### config.mk
export PLATFORM = sky130hd
export DESIGN_NAME = cir_div
export DESIGN_NICKNAME = d
export VERILOG_FILES = /design/src/design/cir_div.sv
export SDC_FILE = /design/constraint.sdc
export NUM_CORES = 1
export LEC_CHECK = 0
export BUFFER_PORTS_ARGS = -buffer_cell sky130_fd_sc_hd__buf_2
export CAP_MARGIN = 20
export CORE_ASPECT_RATIO = 2
export CORE_UTILIZATION = 52
export CTS_BUF_LIST = sky130_fd_sc_hd__clkbuf_4
export CTS_CLUSTER_DIAMETER = 100
export DETAILED_ROUTE_END_ITERATION = 10
export PLACE_DENSITY = 0.77
export SLEW_MARGIN = 20
export SYNTH_ARGS = -nofsm -noshare
export SYNTH_HDL_FRONTEND = slang
export SYNTH_SLANG_ARGS = --single-unit
export TNS_END_PERCENT = 20
### constraint.sdc
create_clock -name clk_i -period 3.1 [get_ports clk_i]
set_input_delay 0.155 -clock clk_i [delete_from_list [all_inputs] [get_ports clk_i]]
set_output_delay 0.155 -clock clk_i [all_outputs]
set_load 0.05 [all_outputs]
### src/design/cir_div.sv
// Restoring unsigned divider, one quotient bit per cycle.
`timescale 1ns / 1ps
module cir_div #(
  parameter int unsigned DW = 57,
  parameter int unsigned VW = 33
) (
  input  logic          clk_i,
  input  logic          rst_ni,
  input  logic          start_i,
  input  logic [DW-1:0] dividend_i,
  input  logic [VW-1:0] divisor_i,
  output logic [DW-1:0] quot_o,
  output logic          done_o
);

  localparam int unsigned CW = $clog2(DW + 1);

  logic          busy_q, done_q;
  logic [CW-1:0] cnt_q;
  logic [DW-1:0] dq_q;
  logic [VW:0]   rem_q;
  logic [VW-1:0] dvs_q;
  logic [VW:0]   shifted;
  logic          fits;

  assign shifted = {rem_q[VW-1:0], dq_q[DW-1]};
  assign fits    = shifted >= {1'b0, dvs_q};

  always_ff @(posedge clk_i or negedge rst_ni) begin
    if (!rst_ni) begin
      busy_q <= 1'b0;
      done_q <= 1'b0;
      cnt_q  <= '0;
    end else begin
      done_q <= 1'b0;
      if (start_i) begin
        busy_q <= 1'b1;
        cnt_q  <= CW'(DW);
      end else if (busy_q) begin
        cnt_q <= cnt_q - CW'(1);
        if (cnt_q == CW'(1)) begin
          busy_q <= 1'b0;
          done_q <= 1'b1;
        end
      end
    end
  end

  always_ff @(posedge clk_i) begin
    if (start_i) begin
      dq_q  <= dividend_i;
      rem_q <= '0;
      dvs_q <= divisor_i;
    end else if (busy_q) begin
      rem_q <= fits ? (shifted - {1'b0, dvs_q}) : shifted;
      dq_q  <= {dq_q[DW-2:0], fits};
    end
  end

  assign quot_o = dq_q;
  assign done_o = done_q;

endmodule

==> results, run 1 <==
- The wire length of the first global-routing pass is between 30000 and 40000 um.
- The fraction of synthesized cell area taken by the top area cell type is 0.3723.
- The share of total power dissipated in sequential elements is 0.353.
- The area of the multi-input gates is 3408 um^2.
- Counting instances, the worst hold path has a depth of 1.
- The path class of the lowest-slack min-delay path is in -> reg.
- The complex-gate fraction of the synthesized area was 0.1451.
- The layout filler cell count is between 900 and 1000.
- The internal cell power is 4.057 mW.
- The fraction of final layout cells with drive strength greater than 1 is 0.2930.
- The total core area is ~14000 um^2.
- TritonCTS built the clock tree.
- The share of async-settable or async-resettable flops after synthesis is 0.06107.
- After legalization and detailed placement, the total HPWL measured 13950 um.
- Measured along the y axis, the die boundary spans roughly 170 um.
- In this run the worst path has a maximum fanout of 5.
- The number of clock sinks is ~130.
- The final hold violation count is 0.
- The clock-pin slew of the registers on the worst-case setup and hold paths is around 140 ps.
- The remaining antenna violation count after routing is 0.
- Summing every instance area after synthesis gives slightly above 7000 um^2.
- Counting every instance in the synthesized netlist gives between 600 and 700.
- In this run the horizontal extent of the chip is ~86 um.
- The commonest register cell after synthesis is edfxtp_1.
- The clock tree synthesis step divided the H-tree into 4 levels.
- The number of cells on the worst reg-to-reg path is 12.
- The number of storage elements in the synthesis netlist is between 100 and 150.
- Yosys printed 0 warnings.
- The overall track demand over capacity in global routing is 0.2997.
- The reported leakage power is between 4 and 5 nW.
- The run finished with clean final reports.
- The final clock period utilization by the worst path is 0.9718.
- The via count is ~6300.
- At the later pin of the worst-skew pair, clock insertion delay measures ~540 ps.
- Static timing analysis puts the maximum clock frequency at 331.9 MHz.
- The area fraction in and, or, nand and nor cells after synthesis is 0.1386.
- edfxtp_1 takes more of the synthesized area than any other cell.
- After synthesis, the most frequently instantiated cells are 90 x edfxtp_1, 77 x nand2_1, 57 x mux2_2.
- The critical path is of the reg -> reg type.
- Setup violations remaining at the end of the flow were counted as 0.
- The final layout net count is around 1100.
- The first detailed-routing pass took 5 iterations.
- The switching part of the total power is 0.4155.
- Setup repair after global routing could not meet its margin everywhere.
- The count of flip-flops with a built-in enable after synthesis is 90.
- For this block, the initial DRC count from the detailed router was 426.
- The area growth from synthesis to layout is 30.52%.
- In the routed layout, each cell is associated on average with a via count of 5.766.
- Of the synthesized area, sequential elements account for 0.4909.
- The initial antenna violation count is 1.
- The pin count of the biggest net entering global routing is 61.
- In this run the power spent charging and discharging nets is just under 3 mW.
- The library cell with the highest instance count after synthesis is edfxtp_1.
- Summing internal, switching and leakage power gives approximately 6.9 mW.
- The remaining design rule violation count is 0.
- The per-instance average area after synthesis is between 10 and 15 um^2.
- The flip-flop and latch area is 3565 um^2.
- The remaining max-slew budget at the tightest pin is 0.5121.
- The maximum clock path buffer count is 2.
- At the end of routability-driven placement, the weighted congestion stood at 1.006.
- The adder-cell share of the synthesized area is 0.06308.
- Data arrives at the worst endpoint at 3440 ps.
- For this configuration, the core starts out at a cell density of 0.5372.
- The part of the total power dissipated in the clock network is 0.186.
- STA classifies the critical path endpoint as a register.
- In this run, distinct cell masters in the synthesized netlist total 69.
- VDD sags by at most 0.4810 mV.
- The floorplan row count is 60.
- At the pin with the least slew margin, the transition time is 731.8 ps.
- Subtracting the final worst setup slack from the clock period gives 3013 ps.
- Of the total synthesized cell area, the portion taken by XOR and XNOR cells is 0.02775.
- The die covers 14470 um^2.
- After routing, the total negative slack on setup checks comes to 0 ps.
- The portion of total power attributed to combinational logic is 0.462.
- The dominant combinational cell family by area after synthesis is compound AO/OA/AOI/OAI gates.
- Dividing the detail-routed wire length by the instance count gives roughly 19 um.
- The fraction of synthesized area in multiplexers is 0.09255.
- Counting the buffers created by CTS gives 17.
- The cell at the root of the clock tree is clkbuf_4.
- The total routed wirelength is about 21000 um.
- During placement, the flow inserted port buffers numbering 150.
- The number of global-route vias before repair came to 6686.
- By area the synthesized netlist is led by edfxtp_1 37%, dfxtp_1 9.1%, mux2_2 8.8%, ha_1 6.0%, nand2_1 4.0%.
- The total overflow left after global routing is 0.
- At the worst endpoint, the required time is 3530 ps.
- Counting every net in the synthesized netlist gives around 810.
- The worst clock skew is 26.50 ps.
- The total of max-cap violations is 0.
- STA classifies the critical path startpoint as a register.
- The ratio of total power to cell area is 732.6 nW/um^2.
- The boundary pin count is between 150 and 200.
- The count of final max-slew check failures is 0.
[power by group through the flow]
stage	combinational [mW]	sequential, mW	clock [mW]
after floorplan	1.93	2.71	0
after global placement	2.97	2.46	0
after detailed placement	3.04	2.47	0
after CTS	3.14	2.43	1.30
after global routing	3.47	2.48	1.36
final	3.20	2.45	1.29
[timing repair]
action	in CTS	in global routing
setup buffers	0	0
resized for setup	1	2
setup endpoints to repair	1	19
endpoints found under the hold margin	98	0
hold buffers	92	0
[layout make-up]
type,instances,area share
sequential,131,0.3762
tap,155,0.02047
antenna,1,0.0002641
clock inverter,14,0.01888
clock buffer,17,0.01347
inverter,43,0.01703
timing repair buffer,260,0.1940
multi-input combinational,477,0.3597
[metal layers]
| layer | wire length, um | part of all wire | global-route usage |
|---|---|---|---|
| met1 | 7584 | 0.36 | 0.3064 |
| met4 | 975 | 0.046 | 0.1659 |
| met2 | 11330 | 0.54 | 0.5530 |
| met5 | 0 | 0 | 0 |
| met3 | 1209 | 0.057 | 0.06436 |
[sequential cells by signal, indices dropped and copies added (netlist names)]
signal  count
quot_o     57
dvs_q      33
rem_q      33
cnt_q       6
busy_q      1
done_o      1
[metrics by stage]
stage | hold WS [ps] | instance area (um^2) | util | setup WS, ps | std cells
after CTS | 55.34 | 9463 | 0.7003 | 67.58 | 1097
after detailed placement | 3.780 | 8232 | 0.6092 | 29.48 | 974
after global routing | 98.53 | 9475 | 0.7012 | -69.38 | 1098
after floorplan | -140.6 | 7267 | - | 52.95 | 685
final | 126.8 | 9475 | 0.7012 | 87.27 | 1098
after global placement | 2.890 | 8232 | 0.6092 | 188.2 | 974
[worst paths after layout]
kind	from	endpoint	slack, ps
setup / recovery	quot_o[56]	rem_q[28]	90
setup reg to reg	quot_o[56]	rem_q[28]	90
max in group asynchronous	rst_ni	busy_q	2200
hold / removal	start_i	dvs_q[30]	130
min in group asynchronous	rst_ni	cnt_q[2]	590
hold reg to reg	rem_q[12]	rem_q[13]	500
[critical path: stages (launching register included)]
cell,delay (ps)
edfxtp_1,420
inv_1,70
ha_1,160
inv_1,60
fa_2,370
a211oi_2,270
nor3_2,90
o21ai_2,230
a21oi_2,150
o21bai_2,220
a21oi_1,90
or4_1,480
a311oi_1,290
[cells in the final DEF, fill, tap and decap left out, types with 17 or more instances in the layout]
| master | synthesis | routed |
|---|---|---|
| mux2_2 | 57 | 57 |
| ha_1 | 35 | 35 |
| o21ai_0 | 23 | 23 |
| a21oi_1 | 35 | 35 |
| nor2_1 | 55 | 55 |
| dfxtp_1 | 33 | 33 |
| edfxtp_1 | 90 | 90 |
| dlygate4sd3_1 | 0 | 92 |
| inv_1 | 43 | 42 |
| a311oi_1 | 27 | 27 |
| nand2_1 | 77 | 77 |
| buf_2 | 13 | 149 |
| clkbuf_4 | 0 | 17 |
[logic make-up after synthesis]
kind of cell,after synthesis
DFF,131
and+or+nand+nor,209
xor gates and xnor gates,23
adders and majority gates,36
AOI/OAI and AO/OA,149
muxes,60
buffers and inverters,77
Power figures use the tool's default switching activity.
==> inputs of run 2 (changes only) <==
--- a/config.mk
+++ b/config.mk
@@ -5,14 +5,15 @@
 export SDC_FILE = /design/constraint.sdc
 export NUM_CORES = 1
 export LEC_CHECK = 0
+export ABC_AREA = 1
 export BUFFER_PORTS_ARGS = -buffer_cell sky130_fd_sc_hd__buf_2
 export CAP_MARGIN = 20
 export CORE_ASPECT_RATIO = 2
-export CORE_UTILIZATION = 52
+export CORE_UTILIZATION = 53
 export CTS_BUF_LIST = sky130_fd_sc_hd__clkbuf_4
 export CTS_CLUSTER_DIAMETER = 100
 export DETAILED_ROUTE_END_ITERATION = 10
-export PLACE_DENSITY = 0.77
+export PLACE_DENSITY = 0.78
 export SLEW_MARGIN = 20
 export SYNTH_ARGS = -nofsm -noshare
 export SYNTH_HDL_FRONTEND = slang
==> run 2 against run 1 <==
Synthesized area grew 14%; first-iteration DRC count grew 8.9%; total power grew 12%; clock-buffer cell count grew 4; clock skew grew 1.9 ps; wire length grew 19%; final cell count grew 45%; core utilization shrank 2.2 points; clock power shrank 8%; fmax grew 18%; via count grew 30%; critical path depth grew 1; largest power group unchanged.
==> results, run 2 <==
- The clock-pin slew of the registers on the worst-case setup and hold paths was 110 ps (was 140 ps).
- Status: finished, final reports clean (unchanged).
- Main area contributors after synthesis: edfxtp_1 33%, nand2_1 22%, inv_1 8.3%, dfxtp_1 8.0%, ha_1 5.3% (was edfxtp_1 37%, dfxtp_1 9.1%, mux2_2 8.8%, ha_1 6.0%, nand2_1 4.0%).
- The remaining max-slew budget at the tightest pin came to 0.5063 (was 0.5121).
- The maximum clock path buffer count is 2 (unchanged).
- The critical path class was reg -> reg (unchanged).
- The worst voltage drop across the vdd grid came to 0.4113 mV (was 0.4810 mV).
- The final hold violation count was 0 (unchanged).
- The count of flip-flops with a built-in enable after synthesis is 90 (unchanged).
- The worst clock skew is 28.40 ps (was 26.50 ps).
- The overall die height was 178.6 um (was 169.1 um).
- The wire length of the first global-routing pass came to 39340 um (was 33070 um).
- The achievable clock frequency is 391.0 MHz (was 331.9 MHz).
- The routability congestion estimate is 0.9891 (was 1.006).
- The capture endpoint of the worst hold path is dvs_q[28] (was dvs_q[30]).
- The number of optimization iterations in the first detailed-route pass is 5 (unchanged).
- The floorplan row count was 64 (was 60).
- The final layout net count came to 1511 (was 1059).
- The ratio of total power to cell area is 746.3 nW/um^2 (was 732.6 nW/um^2).
- The combined buffer and inverter count along the critical path is 3 (was 2).
- The routed wirelength normalized by instance count is 15.77 um (was 19.22 um).
- The width of the die is 90.28 um (was 85.55 um).
- The number of global-route vias before repair came to 8223 (was 6686).
- The path class of the lowest-slack min-delay path is in -> reg (unchanged).
- The cell type of the slowest stage on the worst timing path was fa_1 (was or4_1).
- The origin of the worst min-delay path is start_i (unchanged).
- The net count after synthesis is 1267 (was 814).
- The total of max-cap violations is 0 (unchanged).
- The overall track demand over capacity in global routing was 0.3224 (was 0.2997).
- The remaining antenna violation count after routing is 0 (unchanged).
- The number of storage elements in the synthesis netlist is 131 (unchanged).
- The family of cells with the greatest summed delay on the critical path is simple AND/OR/NAND/NOR gates (was compound AO/OA/AOI/OAI gates).
- The count of endpoints failing setup in the final report came to 0 (unchanged).
- The number of clock sinks is 131 (unchanged).
- The via count was 8259 (was 6331).
- The level count of the clock H-tree is 4 (unchanged).
- The reg-to-reg critical path startpoint is quot_o[56] (unchanged).
- The library cell with the highest instance count after synthesis is nand2_1 (was edfxtp_1).
- The end of the worst register-to-register path was rem_q[4] (was rem_q[28]).
- The count of final max-slew check failures is 0 (unchanged).
- The sum of negative setup slack is 0 ps (unchanged).
- The layout filler cell count came to 1263 (was 980).
- The pin count of the biggest net entering global routing was 56 (was 61).
- The cell seen most often among critical-path stages is nand3_1 (was inv_1).
- The fraction of synthesized cell area taken by the top area cell type is 0.3272 (was 0.3723).
- The count of synthesis-stage warnings from yosys was 0 (unchanged).
- The reported leakage power is 5.656 nW (was 4.038 nW).
- The number of cells on the worst reg-to-reg path is 13 (was 12).
- The CTS tree is built (unchanged).
- The commonest non-fill, non-tap cell in the layout is nand2_1 (was buf_2).
- The slack of the worst reg-to-reg path is 540 ps (was 90 ps).
- The total global routing overflow was 0 (unchanged).
- The time the worst path needs with I/O delays and setup is 2557 ps (was 3013 ps).
- Most frequent cells in the layout: 494 x nand2_1, 181 x inv_1, 149 x buf_2 (was 149 x buf_2, 92 x dlygate4sd3_1, 90 x edfxtp_1).
- The share of async-settable or async-resettable flops after synthesis is 0.06107 (unchanged).
- The remaining design rule violation count is 0 (unchanged).
- The starting utilization of the core area is 0.5401 (was 0.5372).
- The fraction of final layout cells with drive strength greater than 1 is 0.1692 (was 0.2930).
- The per-instance average area after synthesis is 7.259 um^2 (was 10.60 um^2).
- The total core area is 15290 um^2 (was 13510 um^2).
- The maximum net fanout on the critical path is 24 (was 5).
- The synthesis-to-finish area growth is 25.80% (was 30.52%).
- The share of the yosys chip area belonging to registers is 0.4314 (was 0.4909).
- The number of flip-flops under the largest register name came to 57 (unchanged).
- The die outline area came to 16120 um^2 (was 14470 um^2).
- The number of different library cells in the post-synthesis netlist came to 40 (was 69).
- Top post-synthesis cells by count: 494 x nand2_1, 182 x inv_1, 90 x edfxtp_1 (was 90 x edfxtp_1, 77 x nand2_1, 57 x mux2_2).
- The transition time at the pin with the least slew margin is 736.0 ps (was 731.8 ps).
- The initial antenna violation count is 1 (unchanged).
- The commonest register cell after synthesis is edfxtp_1 (unchanged).
- The largest area contributor in the synthesized netlist is edfxtp_1 (unchanged).
- The clock latency of the later-clocked register in the worst-skew pair came to 580 ps (was 540 ps).
- The combined area of all synthesized cells came to 8260 um^2 (was 7259 um^2).
- The count of input and output buffers is 150 (unchanged).
- The post-cts resize count is 0 (was 1).
- The boundary pin count is 151 (unchanged).
- Unrepaired setup endpoints after global routing: no (was yes).
- The gate count of the mapped netlist came to 1138 (was 685).
- The critical path endpoint category is a register (unchanged).
- The HPWL reported at the end of detailed placement came to 17110 um (was 13950 um).
- Cell-by-cell listing of the critical path: inv_1, ha_1, inv_1, fa_1, nand3_1, nand3_2, nand2_2, nand2_2, nand2_4, buf_4, nand3_1, nand3_1, o21ai_1 (was inv_1, ha_1, inv_1, fa_2, a211oi_2, nor3_2, o21ai_2, a21oi_2, o21bai_2, a21oi_1, or4_1, a311oi_1).
- The final hold slack was 92.97 ps (was 126.8 ps).
- The depth of the worst hold-timing path was 1 (unchanged).
- The critical path launch point type is a register (unchanged).
- The maximum single-stage delay on the critical path is 450 ps (was 480 ps).
- The final clock period utilization by the worst path was 0.8250 (was 0.9718).
- The cell at the root of the clock tree is clkbuf_4 (unchanged).
- The data required time of the worst path was 3540 ps (was 3530 ps).
- The number of vias per cell was 5.181 (was 5.766).
- The data arrival time of the critical path is 3000 ps (was 3440 ps).
- The detailed router's first-iteration violation count is 464 (was 426).
- The critical path depth is 13 (was 12).
- The total routed wirelength came to 25140 um (was 21100 um).
- The number of buffers added by the clock tree synthesis step is 17 (unchanged).
[run 2: timing repair]
item,in CTS,in global routing
hold buffers,92,0
endpoints found under the setup margin,0,0
buffers inserted,0,0
hold endpoints to repair,98,0
[run 2: cells by family (layout without fill, tap and decap cells)]
group	Yosys count	after routing	synth area share
xor gates and xnor gates	15	15	0.01590
and+or+nand+nor	688	688	0.3588
AOI/OAI and AO/OA	48	48	0.03120
other	0	1	0
adders and majority gates	36	36	0.05544
buffers and inverters	220	477	0.1072
DFF	131	131	0.4314
[run 2: metrics by stage]
step	cell area [um^2]	instances	power (mW)	utilization	setup WS, ps
floorplan	8260	1138	5.518	-	277.2
global placement	9194	1469	6.395	0.6011	675.9
detailed placement	9194	1469	6.454	0.6011	577.6
CTS	10390	1593	7.726	0.6792	554.8
global route	10390	1594	8.339	0.6794	342.2
finish	10390	1594	7.755	0.6794	542.5
[run 2: worst max-delay path by stage]
stage / startpoint / to
after floorplan: start_i / quot_o[0]
after global placement: rem_q[24] / rem_q[24]
after detailed placement: quot_o[56] / rem_q[6]
after CTS: quot_o[56] / rem_q[4]
after global routing: quot_o[56] / rem_q[4]
final: quot_o[56] / rem_q[4]
[run 2: where the power goes]
group	total [mW]	leakage [nW]	switching (mW)	internal (mW)
sequential	2.41	1.31	0.211	2.20
combinational	4.16	4.19	2.72	1.43
clock	1.19	0.152	0.685	0.507
[run 2: metal layers]
metal  part of all wire  up-vias  global-route usage
met5                  0        -                   0
met4              0.063        0              0.2110
met3              0.052       91             0.06010
met2               0.55      333              0.6345
met1               0.33     3800              0.2949
li1                   -     4035                   -
[run 2: final cells by class]
| type | count | area, um^2 | share of cell area |
|---|---|---|---|
| repair buffers | 253 | 1769 | 0.1703 |
| well taps | 198 | 247.7 | 0.02384 |
| clock inverters | 11 | 116.4 | 0.01120 |
| multi-input cells | 787 | 3814 | 0.3670 |
| flip-flops and latches | 131 | 3563 | 0.3429 |
| diodes | 1 | 2.502 | 0.0002408 |
| clock buffers | 21 | 157.7 | 0.01517 |
| inverters | 192 | 720.7 | 0.06936 |
